==> config.mk <==
export PLATFORM = sky130hd
export DESIGN_NAME = mrss_cmp
export DESIGN_NICKNAME = d
export VERILOG_FILES = /design/src/hdl/mrss_cmp.sv
export SDC_FILE = /design/constraint.sdc
export NUM_CORES = 1
export LEC_CHECK = 0
export BUFFER_PORTS_ARGS = -buffer_cell sky130_fd_sc_hd__buf_2
export CAP_MARGIN = 5
export CORE_AREA = 2 2 63 65
export DETAILED_ROUTE_END_ITERATION = 12
export DIE_AREA = 0 0 65 67
export PLACE_DENSITY = 0.79
export RECOVER_POWER = 50
export SYNTH_ARGS = -nofsm -noshare
export SYNTH_HDL_FRONTEND = slang
export SYNTH_SLANG_ARGS = --single-unit
==> constraint.sdc <==
create_clock -name vclk -period 6.2
set_input_delay 1.24 -clock vclk [all_inputs]
set_output_delay 1.24 -clock vclk [all_outputs]
set_load 0.005 [all_outputs]
==> src/hdl/mrss_cmp.sv <==
// Prefix compare unit: common-prefix mask of the end codes and probe match test.
`timescale 1ns / 1ps

module mrss_cmp #(
    parameter int CODE_BITS = 32
) (
    input  logic [CODE_BITS-1:0] start_code,
    input  logic [CODE_BITS-1:0] stop_code,
    input  logic [CODE_BITS-1:0] probe_code,
    input  logic [CODE_BITS-1:0] prefix_mask,
    output logic [CODE_BITS-1:0] end_mask,
    output logic                 probe_match
);

    logic [CODE_BITS-1:0] smear;

    // Smear the highest differing bit of the end codes down to bit zero.
    always_comb begin
        smear = start_code ^ stop_code;
        for (int k = 1; k < CODE_BITS; k = k * 2) begin
            smear = smear | (smear >> k);
        end
    end

    // Mask covers the common prefix plus the first differing bit.
    assign end_mask = ~(smear >> 1);

    // Probe shares more leading bits than the end codes when no masked bit differs.
    assign probe_match = ((start_code ^ probe_code) & prefix_mask) == '0;

endmodule

==> run_results.csv <==
group,metric,value,unit
timing,period_needed,4.66,ns
cells_and_area,layout.nets,430,
place,post-dp-hpwl,3910,µm
grt,grt_pass1_vias,1555,
cells_and_area,instances_no_fill,348,
drt,drt_iter0_drc,31,
timing,worst_pin_slew,0.907,ns
floorplanning,row_count,22,
synth,yosys_warnings,0,
drt,viasPerCell,4.61,
drt,wl_per_cell,11.9,µm
synth,synth.top_cells.by_count,"42 x xor2_1, 20 x xnor2_1, 16 x a22oi_1",
synth,synth_top_area_cell,"xor2_1",
drt,wl_met1,1470,µm
worst_setup_path,required,4.96,ns
synth,yosysSeqAreaShare,0,%
grt,antenna_found_initial,0,
synth,ys_types,22,
synth,synth_cells,142,
cells_and_area,n_antenna_cell,0,
floorplanning,die-area,0.00436,mm²
cells_and_area,nClkBuffers,0,
floorplanning,pin_count,161,
place,dp.cells,348,
power_and_ir_drop,ir_drop,0.0306,mV
worst_setup_path,crit_path_end_kind,"output pin",
drt,first_pass_iters,6,
grt,overflow,0,
drt,antenna_left,0,
synth,synth_xor_area_share,54.5,%
place,routabilityCongestion,0.746,
synth,synthMuxAreaShare,0,%
drt,routed_wl,4150,µm
timing,tns,0,ns
timing,max_clock_freq,215,MHz
drt,wl_met3,396,µm
worst_hold_path,hold_class,"in -> out",
drt,drc,0,
timing,relSlewSlack,39.1,%
drt,via_count,1606,
cells_and_area,drive_above_1_share,51.0,%
floorplanning,core,0.00361,mm²
worst_setup_path,crit_path_start_kind,"primary input",
worst_setup_path,crit_fanout,8,
cells_and_area,seq_cells,0,
synth,synth_top_family_by_area,"XOR/XNOR gates",
worst_setup_path,crit_chain,"clkbuf_1, xnor2_1, nand3_1, nor3_1, nand4_2, nor4_2, buf_2",
synth,syn-num-nets,270,
grt,grt_max_degree,9,
grt,grt_pass1_wl,6380,µm
run,cap_violations,0,
clock_network,hold_buffers,0,
floorplanning,die_h,67,µm
worst_setup_path,cp.arrival,3.42,ns
synth,synth.area.top_cells,"xor2_1 36%, xnor2_1 17%, a22oi_1 12%",
synth,syn_avg_cell_area,7.23,µm²
synth,syn_area,0.00103,mm²
synth,synth_top_area_share,35.9,%
timing,fin_crit_sh,75.1,%
timing,finalHoldViolations,0,
power_and_ir_drop,cellLeakagePower,1.05,nW
synth,synth_compound_area_share,11.7,%
worst_setup_path,cp_num_buf_inv,2,
synth,synth_adder_area_share,0,%
cells_and_area,multi_input_area,972,µm²
worst_setup_path,crit_family,"simple AND/OR/NAND/NOR gates",
timing,setup_viol,0,
cells_and_area,seqCellArea,0,µm²
clock_network,postCtsSetupRepairBufs,0,
cells_and_area,fill_cells,384,
drt,dr_wl_met2,2280,µm
worst_setup_path,max_stage_delay,0.78,ns
drt,top_layer,"met4",
power_and_ir_drop,p_per_area,60.4,mW/mm²
floorplanning,die_w,65,µm
worst_setup_path,slowest_stage,"nor3_1",
cells_and_area,final_util,51.0,%
grt,grt_usage,18.1,%
place,port_buffers,159,
timing,rsz0062_at_grt,"no",
synth,synth_most_common_cell,"xor2_1",
timing,slew_violations,0,
clock_network,cts_resized,0,
worst_setup_path,criticalPathCategory,"in -> out",
cells_and_area,synthToLayoutAreaGrowth,79.3,%
synth,synthSimpleGateAreaFrac,30.5,%
run_status,status,"finished clean",
floorplanning,floorplan.initialDensity,28.5,%
per-layer routing:
metal | vias to the layer above | track usage (%)
met1 | 707 | 18.8
met3 | 2 | 2.20
li1 | 806 | -
met2 | 91 | 39.3
met4 | 0 | 0.532
met5 | - | 0
report_power, final:
part	internal (mW)	switching (mW)	total [mW]	leakage, nW
logic	0.0602	0.0510	0.111	1.05
clock network	0	0	0	0
registers	0	0	0	0
layout make-up:
class,count,area share (%)
Inverter,6,1.22
Multi-Input combinational cell,135,52.9
Tap cell,48,3.27
Timing Repair Buffer,159,42.7
worst paths after layout:
kind	from	cells past startpoint	to
setup / recovery	start_code[31]	7	end_mask[0]
hold / removal	stop_code[31]	3	end_mask[30]
kinds of logic (layout without fill, tap and decap cells):
| logic type | after synthesis | after routing |
|---|---|---|
| XOR/XNOR | 63 | 63 |
| AND/OR/NAND/NOR | 55 | 55 |
| other | 1 | 1 |
| AO/OA/AOI/OAI | 16 | 16 |
| buffers and inverters | 7 | 165 |
placed cells by master, fill, tap and decap left out:
cell | netlist | layout
nor4_1 | 3 | 3
nor2_1 | 13 | 13
nand3_1 | 5 | 6
and2_0 | 0 | 2
nand2b_1 | 3 | 3
xor2_1 | 42 | 42
clkbuf_1 | 0 | 9
a22oi_1 | 16 | 16
buf_2 | 0 | 150
conb_1 | 1 | 1
and3_1 | 3 | 3
xnor2_1 | 20 | 21
nor4b_1 | 1 | 1
nand4_2 | 2 | 2
nor3_1 | 6 | 7
inv_1 | 6 | 6
and2_1 | 3 | 1
nand2_1 | 8 | 8
nor4_2 | 1 | 1
nand4_1 | 4 | 4
nor2b_1 | 1 | 1
stage by stage:
step	power [mW]	instance area [µm²]	hold WS, ns	worst slack [ns]
after floorplan	0.0535	1030	2.54	2.46
after global placement	0.112	1870	2.78	2.01
after detailed placement	0.114	1870	2.78	1.99
after CTS	0.115	1870	2.78	1.97
after global routing	0.125	1840	2.80	1.31
final	0.111	1840	2.78	1.54
Note: power is estimated with default switching activity, not from simulation.
